<file path="config.mk">
export PLATFORM = sky130hd
export DESIGN_NAME = tkf_iter
export DESIGN_NICKNAME = d
export VERILOG_FILES = /design/src/rtl/core/tkf_pkg.sv /design/src/rtl/core/tkf_iter.sv
export SDC_FILE = /design/constraint.sdc
export NUM_CORES = 1
export LEC_CHECK = 0
export ABC_AREA = 1
export BUFFER_PORTS_ARGS = -buffer_cell sky130_fd_sc_hd__buf_4
export CAP_MARGIN = 0
export CORE_ASPECT_RATIO = 0.9
export CORE_MARGIN = 8
export CORE_UTILIZATION = 45
export CTS_BUF_LIST = sky130_fd_sc_hd__clkbuf_8
export CTS_CLUSTER_SIZE = 30
export DETAILED_ROUTE_END_ITERATION = 10
export GPL_TIMING_DRIVEN = 1
export PLACE_DENSITY = 0.65
export RECOVER_POWER = 100
export SLEW_MARGIN = 20
export SYNTH_ARGS = -nofsm -noshare
export SYNTH_HDL_FRONTEND = slang
export SYNTH_SLANG_ARGS = --single-unit
</file>
<file path="constraint.sdc">
create_clock -name clk -period 3.8 [get_ports clk]
set_input_delay 0.19 -clock clk [delete_from_list [all_inputs] [get_ports clk]]
set_output_delay 0.19 -clock clk [all_outputs]
set_load 0.01 [all_outputs]
</file>
<file path="src/rtl/core/tkf_pkg.sv">
package tkf_pkg;

  typedef struct packed {
    logic               command;
    logic signed [31:0] measured_angle;
    logic signed [31:0] angular_rate;
    logic [24:0]        time_step;
    logic signed [31:0] accel_x;
    logic signed [31:0] accel_y;
    logic signed [31:0] accel_z;
  } in_t;

  typedef struct packed {
    logic signed [31:0] filtered_angle;
    logic signed [31:0] bias_estimate;
    logic               dynamic_used;
  } out_t;

  typedef struct packed {
    logic start;
    logic is_sqrt;
  } iter_ctl_t;

  typedef enum logic [3:0] {
    ST_IDLE, ST_MUL_A, ST_MUL_B, ST_SSTART, ST_SQRT, ST_PREP, ST_DSTART, ST_DIV, ST_DONE
  } state_t;

  typedef enum logic [3:0] {
    OP_SQX, OP_SQY, OP_SQZ, OP_ANG, OP_T11, OP_P00, OP_P11,
    OP_K0Y, OP_K1Y, OP_K1P00, OP_K1P01, OP_K0P00, OP_K0P01
  } op_t;

  localparam logic [2:0] REG_ANGLE_NOISE = 3'd0;
  localparam logic [2:0] REG_BIAS_NOISE  = 3'd1;
  localparam logic [2:0] REG_STATIC_R    = 3'd2;
  localparam logic [2:0] REG_DYNAMIC_R   = 3'd3;
  localparam logic [2:0] REG_GRAVITY     = 3'd4;
  localparam logic [2:0] REG_THRESHOLD   = 3'd5;
  localparam logic [2:0] REG_START_BIAS  = 3'd6;

  localparam logic CMD_RESTART = 1'b1;

  localparam int SQRT_STEPS = 32;
  localparam int DIV_STEPS  = 56;
  localparam logic [24:0] ONE_SECOND = 25'h1000000;

  function automatic logic signed [31:0] sat32(input logic signed [49:0] x);
    logic signed [31:0] r;
    if (x > 50'sd2147483647) begin
      r = 32'sh7FFFFFFF;
    end else if (x < -50'sd2147483648) begin
      r = 32'sh80000000;
    end else begin
      r = x[31:0];
    end
    return r;
  endfunction

endpackage

</file>
<file path="src/rtl/core/tkf_iter.sv">
module tkf_iter (
  input  logic              clk,
  input  logic              rst_n,
  input  tkf_pkg::iter_ctl_t ctl,
  input  logic [63:0]       radicand,
  input  logic [55:0]       numer,
  input  logic [33:0]       denom,
  output logic              done,
  output logic [55:0]       result
);
  import tkf_pkg::*;

  logic        run_r, done_r, sqrt_r;
  logic [5:0]  cnt_r;
  logic [63:0] src_r;
  logic [35:0] rem_r;
  logic [55:0] res_r;
  logic [33:0] den_r;
  logic [35:0] rem2, trial, diff;
  logic        take;

  // One root bit or one quotient bit is settled each cycle.
  always_comb begin
    if (sqrt_r) begin
      rem2  = {rem_r[33:0], src_r[63:62]};
      trial = {res_r[33:0], 2'b01};
    end else begin
      rem2  = {rem_r[34:0], src_r[63]};
      trial = {2'b00, den_r};
    end
    take = (rem2 >= trial);
    diff = rem2 - trial;
  end

  always_ff @(posedge clk) begin
    if (!rst_n) begin
      run_r  <= 1'b0;
      done_r <= 1'b0;
    end else begin
      done_r <= 1'b0;
      if (ctl.start) begin
        run_r <= 1'b1;
        cnt_r <= ctl.is_sqrt ? 6'(SQRT_STEPS - 1) : 6'(DIV_STEPS - 1);
      end else if (run_r) begin
        cnt_r <= cnt_r - 6'd1;
        if (cnt_r == 6'd0) begin
          run_r  <= 1'b0;
          done_r <= 1'b1;
        end
      end
    end
  end

  always_ff @(posedge clk) begin
    if (ctl.start) begin
      sqrt_r <= ctl.is_sqrt;
      src_r  <= ctl.is_sqrt ? radicand : {numer, 8'd0};
      den_r  <= denom;
      rem_r  <= '0;
      res_r  <= '0;
    end else if (run_r) begin
      src_r <= sqrt_r ? {src_r[61:0], 2'b00} : {src_r[62:0], 1'b0};
      rem_r <= take ? diff : rem2;
      res_r <= {res_r[54:0], take};
    end
  end

  assign done   = done_r;
  assign result = res_r;
endmodule

</file>
==> results by group, run 1 <==
Drt
  – Via/cell ratio: 5.24
  – Met3 wire len: 2.96 mm
  – DRC: 0
  – Post-DR wirelength/cell: 17.3 um
  – Routed length on met1: ~18 mm
  – Total vias in the final route: roughly 11000
  – Top sig layer: met4
  – Met2 wire length: around 17 mm
  – WL final: about 38 mm
  – DR pass1 iterations: 8
  – Detailed Route Iter0 Violations: about 900
  – Post-route ant nets: 0

Synth
  – Most common cell in the netlist: nand2_1
  – Yosys top cell by area: edfxtp_1
  – Synth async-reset ratio: 0%
  – Number of synthesized flops with an enable pin: about 110
  – Yosys reg bits: a little under 200
  – Sequential share of the synthesized area: 41.8%
  – Syn Nets: approximately 1800
  – Top cells by area, synth: edfxtp_1 (26%), dfxtp_1 (16%), nand2_1 (13%)
  – Syn Area/Cell: between 7 and 8 sq um
  – Cell variety after synth: 40
  – Leading cell types by count after synthesis: nand2_1 (426), inv_1 (264), nand3_1 (159), edfxtp_1 (105), dfxtp_1 (93)
  – Synth Warn #: 0
  – Most common flop cell mapped by yosys: edfxtp_1
  – Mapped Cells: approximately 1600
  – Post-synth design cell area: ~0.012 sq mm
  – Post-synth top area share: a little over a quarter

Timing
  – Max-slew violations: 447
  – RSZ-0062 raised after global routing: no
  – # setup viols final: 0
  – Fmax: 293 MHz
  – Fin Hold WS: ~0.024 ns
  – Final hold vios: 0
  – Setup TNS: 0 ns
  – Final period utilization: approximately 90%
  – Max-slew headroom: -102%
  – Minimum clock period: 3.42 ns
  – Clk_skew: 0.0295 ns
  – Worst-Margin Slew: a little over 3 ns

Worst setup path
  – R2R setup slack: ~0.38 ns
  – Worst setup path endpoint: src_r[16]
  – CP max FO: ~70
  – Reg2Reg Launch Point: run_r
  – Worst EP required: 3.93 ns
  – Crit. Startpoint: run_r
  – Worst-case reg-to-reg path depth: 3
  – Crit path DAT: about 3.5 ns
  – Critical Path End Type: flip-flop
  – CP Launch Type: flip-flop
  – FF-to-FF End: src_r[16]
  – Crit path kind: flip-flop to flip-flop

Floorplanning
  – Core Box Area: between 0.02 and 0.03 sq mm
  – Die width: about 190 um
  – Die height: between 150 and 200 um
  – IO Count: about 220
  – FP Rows: 56
  – Initial Util: between 40% and 50%
  – Die area: about 0.032 sq mm

Clock network
  – Reg clk slew, reported paths: approximately 0.12 ns
  – CTS root buf: clkbuf_8
  – Postcts setup bufs: 0
  – CTS Sinks: approximately 200
  – Clock Latency Late Sink: slightly below 0.5 ns
  – CTS tree: done
  – Max clock buf depth: 2
  – Post-CTS sizing: 0
  – CTS buffer count: 17
  – H-Tree Depth: 4
  – Post-CTS Hold Buffers: 53

Pwr
  – Pwr/cell area: 456 mW/mm^2
  – Total power: between 6000 and 7000 uW
  – Flop pwr share: between 30% and 40%
  – Sw Ratio: approximately two fifths
  – Max VDD drop: roughly 0.24 mV
  – Switch Pwr: around 2700 uW
  – Clock network fraction of total power: around 22%
  – Leakage power: roughly 0.0068 uW
  – Logic pwr share: about two fifths
  – Pint: slightly below 4000 uW

Outcome
  – Outcome: complete, but fails checks
  – Failing checks: max-capacitance violations, max-slew violations

Global route
  – GR Overflow Total: 0
  – Vias in the first global route: roughly 11000
  – GRT Overall Usage: 23.2%
  – Largest net degree at the start of global routing: 96
  – First-pass GRT wire length: about 59 mm
  – Antenna violations before repair: 2

Placed design
  – Routability Congestion: 0.970
  – Placed wire-length estimate: between 20 and 30 mm
  – Dpl cells: around 2100
  – I/O Buffers: 214

Cells and area
  – Layout cells sized above 1: approximately an eighth
  – Layout Cells excl Fill: approximately 2200
  – Synthesis-to-layout area growth: 21.3%
  – Final net count: about 2000
  – Fillers: 2557

Hold path
  – Hold WC Path Type: input port to flip-flop

Job
  – Max-Cap Viols: 7
==> power groups by stage <==
| stage | clock network, uW | registers [uW] | logic, uW |
|---|---|---|---|
| floorplan | 0 | 2610 | 1820 |
| global placement | 0 | 2650 | 2490 |
| detailed placement | 0 | 2650 | 2500 |
| CTS | 1470 | 2600 | 2550 |
| global route | 1540 | 2630 | 2890 |
| finish | 1450 | 2610 | 2580 |
==> through the flow <==
step / instance area (sq um) / setup WS, ns / util [%]
finish: 14500 / 0.384 / 55.6
CTS: 14800 / 0.500 / 56.6
global placement: 13800 / 0.567 / 53.0
detailed placement: 13800 / 0.505 / 53.0
global route: 14500 / 0.0905 / 55.6
floorplan: 12000 / 0.888 / -
==> worst min path at each step <==
stage / slack, ns / from / cells past startpoint / endpoint
floorplan: 0.29 / denom[0] / 0 / den_r[0]
global placement: 0.37 / denom[17] / 1 / den_r[17]
detailed placement: 0.37 / denom[32] / 1 / den_r[32]
CTS: 0.003 / radicand[27] / 3 / src_r[27]
global route: 0.0008 / radicand[47] / 3 / src_r[47]
finish: 0.02 / radicand[43] / 3 / src_r[43]
==> routing by layer <==
layer / vias to the layer above / GRT usage (%)
li1: 5728 / -
met1: 5284 / 31.5
met2: 361 / 36.3
met3: 24 / 6.45
met4: 0 / 5.13
met5: - / 0
==> logic make-up after synthesis <==
family	Yosys count	synth area share [%]
and+or+nand+nor	687	24.1
xor gates and xnor gates	17	1.24
AOI/OAI and AO/OA	246	12.9
buffers and inverters	347	11.2
adders and majority gates	39	4.13
DFF	198	41.8
muxes	54	4.51
==> registers in the layout, indices dropped and copies added, names as in the netlist <==
signal and count:
cnt_r 6, den_r 34, done 1, rem_r 35, result 56, run_r 1, sqrt_r 1, src_r 64
==> placed cells by master (no fill, tap or decap), types with 9 or more instances in the layout <==
cell type        n
ha_1            38
o221ai_1        55
clkbuf_8        20
o22ai_1         54
mux2i_1         54
buf_4          132
edfxtp_1       105
clkbuf_1        66
nor2_1          60
clkbuf_4        31
inv_1          265
nand3_1        159
o21ai_0         87
dfxtp_1         93
a21oi_1         30
dlygate4sd3_1   53
nand2_1        426
xor2_1           9
nor3_1          10
==> layout make-up <==
class	count	area, sq um	share of cell area (%)
diodes	2	5.00	0.0344
clock buffers	20	275	1.89
clock inverters	12	145	0.998
inverters	268	1010	6.92
multi-input cells	1043	5630	38.7
flip-flops and latches	198	5010	34.5
well taps	348	435	2.99
repair buffers	285	2030	14.0
==> critical path, cell delays in order, from the launching register on <==
cell      delay, ns
dfxtp_1        0.36
nor2_1         0.06
inv_1          1.86
clkbuf_2       0.76
Note: power is estimated with default switching activity, not from simulation.
==> run 2: changes to the inputs <==
--- a/config.mk
+++ b/config.mk
@@ -9,13 +9,12 @@
 export BUFFER_PORTS_ARGS = -buffer_cell sky130_fd_sc_hd__buf_4
 export CAP_MARGIN = 0
 export CORE_ASPECT_RATIO = 0.9
-export CORE_MARGIN = 8
 export CORE_UTILIZATION = 45
 export CTS_BUF_LIST = sky130_fd_sc_hd__clkbuf_8
 export CTS_CLUSTER_SIZE = 30
 export DETAILED_ROUTE_END_ITERATION = 10
 export GPL_TIMING_DRIVEN = 1
-export PLACE_DENSITY = 0.65
+export PLACE_DENSITY = 0.72
 export RECOVER_POWER = 100
 export SLEW_MARGIN = 20
 export SYNTH_ARGS = -nofsm -noshare
==> results by group, run 2 (synthesis results as in run 1) <==
Clock network
  – Postcts setup bufs: 0
  – CTS buffer count: 17
  – Reg clk slew, reported paths: roughly 0.12 ns
  – CTS Sinks: between 150 and 200
  – Max clock buf depth: 2
  – Clock Latency Late Sink: roughly 0.48 ns
  – CTS root buf: clkbuf_8
  – H-Tree Depth: 4
  – CTS tree: done

Cells and area
  – Fillers: around 2500
  – ANT cells: 0
  – Max reg flops: 64
  – Top reg by flops: src_r
  – Synthesis-to-layout area growth: 20.6%
  – Multi-input logic area: 0.00563 sq mm
  – Highest-count cells in the layout ignoring fill and taps: nand2_1 (426), inv_1 (264), nand3_1 (159), buf_4 (126), edfxtp_1 (105)
  – Final net count: ~2000
  – Fin util: 55.3%
  – Register area: 0.00501 sq mm
  – Layout Cells excl Fill: 2161
  – Commonest non-fill, non-tap cell in the layout: nand2_1
  – Layout cells sized above 1: roughly an eighth

Drt
  – DRC: 0
  – Post-DR wirelength/cell: ~16 um
  – DR pass1 iterations: 5
  – Post-route ant nets: 0
  – Total vias in the final route: 11417
  – Via/cell ratio: around 5.3
  – WL final: about 35 mm
  – Detailed Route Iter0 Violations: around 1100

Pwr
  – Logic pwr share: between 30 and 40%
  – Max VDD drop: around 0.29 mV
  – Switch Pwr: roughly 2700 uW
  – Clock network fraction of total power: 21.5%
  – Sw Ratio: 40.8%
  – Flop pwr share: 39.4%
  – Total power: 6590 uW
  – Pwr/cell area: approximately 460 mW/mm^2
  – Pint: roughly 3900 uW
  – Leakage power: just under 0.007 uW

Global route
  – First-pass GRT wire length: approximately 55 mm
  – GRT Overall Usage: 25.2%
  – Antenna violations before repair: 0
  – Vias in the first global route: around 11000
  – GR Overflow Total: 0
  – Largest net degree at the start of global routing: 126

Timing
  – Setup TNS: 0 ns
  – RSZ-0062 raised after global routing: no
  – Minimum clock period: 3.51 ns
  – Fin Hold WS: 0.0251 ns
  – Clk_skew: 0.0165 ns
  – Fmax: around 280 MHz
  – Max-slew violations: about 370
  – Max-slew headroom: -88.9%
  – Final period utilization: 92.4%
  – # setup viols final: 0
  – Worst-Margin Slew: between 2 and 3 ns
  – Final hold vios: 0

Job
  – Max-Cap Viols: 6

Placed design
  – I/O Buffers: about 210
  – Dpl cells: 2084
  – Placed wire-length estimate: about 25 mm
  – Routability Congestion: just over 1

Floorplanning
  – Core Box Area: approximately 0.026 sq mm
  – Initial Util: a little under half
  – IO Count: 215
  – FP Rows: 56
  – Die height: roughly 160 um
  – Die area: 0.0273 sq mm
  – Die width: 174 um

Worst setup path
  – Crit path kind: flip-flop to flip-flop
  – CP Launch Type: flip-flop
  – Critical Path End Type: flip-flop
  – CP max FO: between 60 and 70
  – Crit path DAT: slightly below 4 ns
  – Worst EP required: approximately 4.1 ns

Outcome
  – Failing checks: max-capacitance violations, max-slew violations
  – Outcome: complete, but fails checks

Hold path
  – Hold WC Path Type: input port to flip-flop
## run 2: through the flow
stage | setup WS, ns | cell area (sq um)
detailed placement | 0.430 | 13800
CTS | 0.409 | 14700
finish | 0.288 | 14400
global route | 0.0442 | 14400
floorplan | 0.888 | 12000
global placement | 0.579 | 13800
## run 2: what timing repair did
item	in CTS	in global routing
resized for setup	0	0
endpoints found under the hold margin	45	0
hold buffers	45	0
## run 2: final timing paths
path	end	from	slack [ns]	depth (start not counted)
setup / recovery	result[3]	run_r	0.29	4
hold / removal	src_r[16]	radicand[16]	0.03	3
setup reg to reg	result[3]	run_r	0.29	4
hold reg to reg	rem_r[18]	rem_r[18]	0.46	2
## run 2: power groups by stage
stage / clock [uW] / combinational, uW / sequential [uW]
4_1_cts: 1450 / 2540 / 2600
2_1_floorplan: 0 / 1820 / 2610
6_report: 1420 / 2570 / 2600
5_1_grt: 1520 / 2880 / 2620
3_5_place_dp: 0 / 2480 / 2640
3_3_place_gp: 0 / 2460 / 2640
## run 2: final cells by class
class / count / area share [%]
clock buffer: 17 / 1.62
timing repair buffer: 272 / 13.5
sequential: 198 / 34.7
multi-input combinational: 1043 / 38.9
tap: 348 / 3.01
clock inverter: 15 / 1.26
inverter: 268 / 6.97
## run 2: per-layer routing
| layer | GRT usage [%] | part of all wire (%) |
|---|---|---|
| met5 | 0 | 0 |
| met3 | 5.17 | 8.5 |
| met4 | 7.31 | 1.9 |
| met2 | 40.2 | 45 |
| met1 | 34.4 | 45 |
## run 2: critical path, stage by stage (launching register included)
cell and delay (ns):
dfxtp_1 0.33, nor2_1 0.16, clkinvlp_2 1.80, buf_12 0.84, o22ai_1 0.22
==> run 3: changes to the inputs <==
--- a/config.mk
+++ b/config.mk
@@ -5,7 +5,7 @@
 export SDC_FILE = /design/constraint.sdc
 export NUM_CORES = 1
 export LEC_CHECK = 0
-export ABC_AREA = 1
+export ABC_AREA = 0
 export BUFFER_PORTS_ARGS = -buffer_cell sky130_fd_sc_hd__buf_4
 export CAP_MARGIN = 0
 export CORE_ASPECT_RATIO = 0.9
==> results by group, run 3 <==
Worst setup path
  – Crit path kind: flip-flop to flip-flop
  – Worst setup path endpoint: rem_r[3]
  – Crit path DAT: roughly 4.0 ns
  – CP Launch Type: flip-flop
  – R2R setup slack: roughly 0.15 ns
  – CP max FO: 30
  – Worst EP required: between 4 and 5 ns
  – FF-to-FF End: rem_r[3]
  – Crit. Startpoint: sqrt_r
  – Worst-case reg-to-reg path depth: 14
  – Reg2Reg Launch Point: sqrt_r
  – Critical Path End Type: flip-flop

Timing
  – Final hold vios: 0
  – Worst-Margin Slew: about 1.9 ns
  – Fin Hold WS: 0.0159 ns
  – Max-slew headroom: -26.9%
  – Minimum clock period: 3.65 ns
  – Max-slew violations: between 100 and 150
  – # setup viols final: 0
  – Setup TNS: 0 ns
  – Fmax: between 200 and 300 MHz
  – RSZ-0062 raised after global routing: no
  – Final period utilization: between 90% and 100%
  – Clk_skew: between 0.02 and 0.025 ns

Drt
  – WL final: 26.7 mm
  – DRC: 0
  – DR pass1 iterations: 5
  – Total vias in the final route: 9134
  – Via/cell ratio: roughly 5.5
  – Detailed Route Iter0 Violations: approximately 570
  – Post-DR wirelength/cell: ~16 um
  – Post-route ant nets: 0

Floorplanning
  – FP Rows: 54
  – Initial Util: a little under half
  – Die area: about 0.026 sq mm
  – Die height: approximately 150 um
  – Core Box Area: 0.0245 sq mm
  – IO Count: around 220
  – Die width: about 170 um

Pwr
  – Switch Pwr: about 2200 uW
  – Pwr/cell area: between 400 and 500 mW/mm^2
  – Pint: between 4000 and 5000 uW
  – Max VDD drop: between 0.2 and 0.25 mV
  – Sw Ratio: between 30% and 40%
  – Logic pwr share: between 30% and 40%
  – Clock network fraction of total power: a little under a quarter
  – Leakage power: between 0.005 and 0.006 uW
  – Flop pwr share: 41.2%
  – Total power: slightly above 6000 uW

Clock network
  – Postcts setup bufs: 0
  – Max clock buf depth: 2
  – CTS root buf: clkbuf_8
  – CTS tree: done
  – H-Tree Depth: 4
  – CTS buffer count: 17
  – Clock Latency Late Sink: roughly 0.5 ns
  – CTS Sinks: 198
  – Reg clk slew, reported paths: 0.11 ns

Cells and area
  – Top reg by flops: src_r
  – Fin util: between 50% and 60%
  – Max reg flops: 64
  – Highest-count cells in the layout ignoring fill and taps: mux2i_1 (154), buf_4 (132), nor2_1 (110), edfxtp_1 (105), a21oi_1 (104)
  – Final net count: roughly 1500
  – Commonest non-fill, non-tap cell in the layout: mux2i_1
  – Synthesis-to-layout area growth: 22.8%
  – Layout cells sized above 1: 18.8%
  – ANT cells: 0

Outcome
  – Outcome: complete, but fails checks
  – Failing checks: max-capacitance violations, max-slew violations

Synth
  – Yosys top cell by area: edfxtp_1
  – Top cells by area, synth: edfxtp_1 (28%), dfxtp_1 (16%), mux2i_1 (14%)
  – Syn Nets: approximately 1300
  – Syn Area/Cell: roughly 10 sq um
  – Number of synthesized flops with an enable pin: ~110
  – Main combinational cell family by area after synthesis: multiplexers
  – Leading cell types by count after synthesis: mux2i_1 (155), nor2_1 (110), a21oi_1 (105), edfxtp_1 (105), dfxtp_1 (93)
  – Cell variety after synth: 64
  – Xor and xnor fraction of the mapped netlist area: 2.48%
  – Most common flop cell mapped by yosys: edfxtp_1
  – Synth Warn #: 0
  – Yosys reg bits: between 150 and 200
  – Adder-cell share of the synthesized area: 4.39%
  – Mapped Cells: roughly 1100
  – Compound-Gate Fraction of Synth Area: ~17%
  – Sequential share of the synthesized area: around 44%
  – Most common cell in the netlist: mux2i_1
  – Multiplexer share of the synthesized area: 17.2%
  – Post-synthesis simple-gate area fraction: 11.8%
  – Post-synth top area share: 27.9%
  – Post-synth design cell area: approximately 0.011 sq mm
  – Synth async-reset ratio: 0%

Job
  – Max-Cap Viols: 3

Global route
  – Largest net degree at the start of global routing: 82
  – First-pass GRT wire length: ~43 mm
  – GRT Overall Usage: 20.6%
  – GR Overflow Total: 0
  – Antenna violations before repair: 0
  – Vias in the first global route: between 8000 and 9000

Hold path
  – Hold WC Path Type: input port to flip-flop

Placed design
  – I/O Buffers: between 200 and 250
  – Routability Congestion: between 0.8 and 0.9
  – Placed wire-length estimate: about 19 mm
[run 3: cell types whose count changed in the layout (fill, tap and decap cells not counted), moves of 50 or more]
cell / delta
nor2b_1: +61
a21oi_1: +74
a211oi_1: +77
nand3_1: -149
inv_1: -253
o221ai_1: -54
nand2_1: -381
mux2i_1: +100
o21ai_0: -72
o22ai_1: -50
nor2_1: +50
[run 3: worst min path at each step]
stage                 from        end  slack (ns)  cells past startpoint
2_1_floorplan     denom[0]   den_r[0]        0.29                      0
3_3_place_gp     denom[27]  den_r[27]        0.37                      1
3_5_place_dp      denom[3]   den_r[3]        0.37                      1
4_1_cts        radicand[0]   src_r[0]       0.001                      2
5_1_grt        radicand[0]   src_r[0]       0.005                      2
6_report       radicand[0]   src_r[0]        0.02                      2
[run 3: per-stage QoR]
stage	area [sq um]	setup slack (ns)	instances
CTS	14100	0.170	1670
finish	13900	0.153	1671
floorplan	11300	0.0546	1101
detailed placement	13200	0.180	1596
global route	13900	0.00191	1671
global placement	13200	0.294	1596
[run 3: layout make-up]
| class | instances | area (sq um) |
|---|---|---|
| clock inverters | 14 | 165 |
| repair buffers | 277 | 2020 |
| flip-flops and latches | 198 | 5020 |
| multi-input cells | 818 | 5950 |
| inverters | 10 | 37.5 |
| fillers | 2237 | 10600 |
| clock buffers | 18 | 248 |
| well taps | 336 | 420 |
[run 3: worst max-delay path, stage by stage (launching register included)]
cell and delay [ns]:
edfxtp_1 0.43, buf_12 0.24, buf_4 0.21, mux2i_1 0.30, ha_1 0.35, a21oi_2 0.20, nand2_1 0.10, a221o_1 0.37
a21oi_1 0.28, nand3b_1 0.18, a41oi_4 0.27, clkbuf_16 0.27, nor2_1 0.06, a21oi_1 0.12, a211oi_1 0.08
[run 3: logic make-up (layout without fill, tap and decap cells)]
kind of cell | Yosys count | after routing
AO/OA/AOI/OAI | 282 | 282
multiplexers | 190 | 190
buffers and inverters | 85 | 319
adder cells (fa/ha/maj) | 39 | 39
AND/OR/NAND/NOR | 275 | 275
flip-flops | 198 | 198
XOR/XNOR | 32 | 32
[run 3: power groups by stage]
stage / Sequential, uW / Clock (uW) / Combinational (uW)
4_1_cts: 2570 / 1460 / 2160
3_5_place_dp: 2610 / 0 / 2110
6_report: 2570 / 1430 / 2240
5_1_grt: 2590 / 1530 / 2470
3_3_place_gp: 2610 / 0 / 2080
2_1_floorplan: 2560 / 0 / 1630
[run 3: layer usage]
metal | vias up | routed length, um | GRT usage [%]
met4 | 0 | 195 | 4.12
met5 | - | 0 | 0
li1 | 4542 | - | -
met2 | 235 | 12300 | 32.5
met3 | 16 | 1530 | 4.18
met1 | 4341 | 12700 | 29.1
[run 3: what timing repair did]
action                                  4_1_cts  5_1_grt
endpoints found under the hold margin        42        0
endpoints found under the setup margin        0       22
hold buffers                                 42        0
gates resized for setup                       0        4
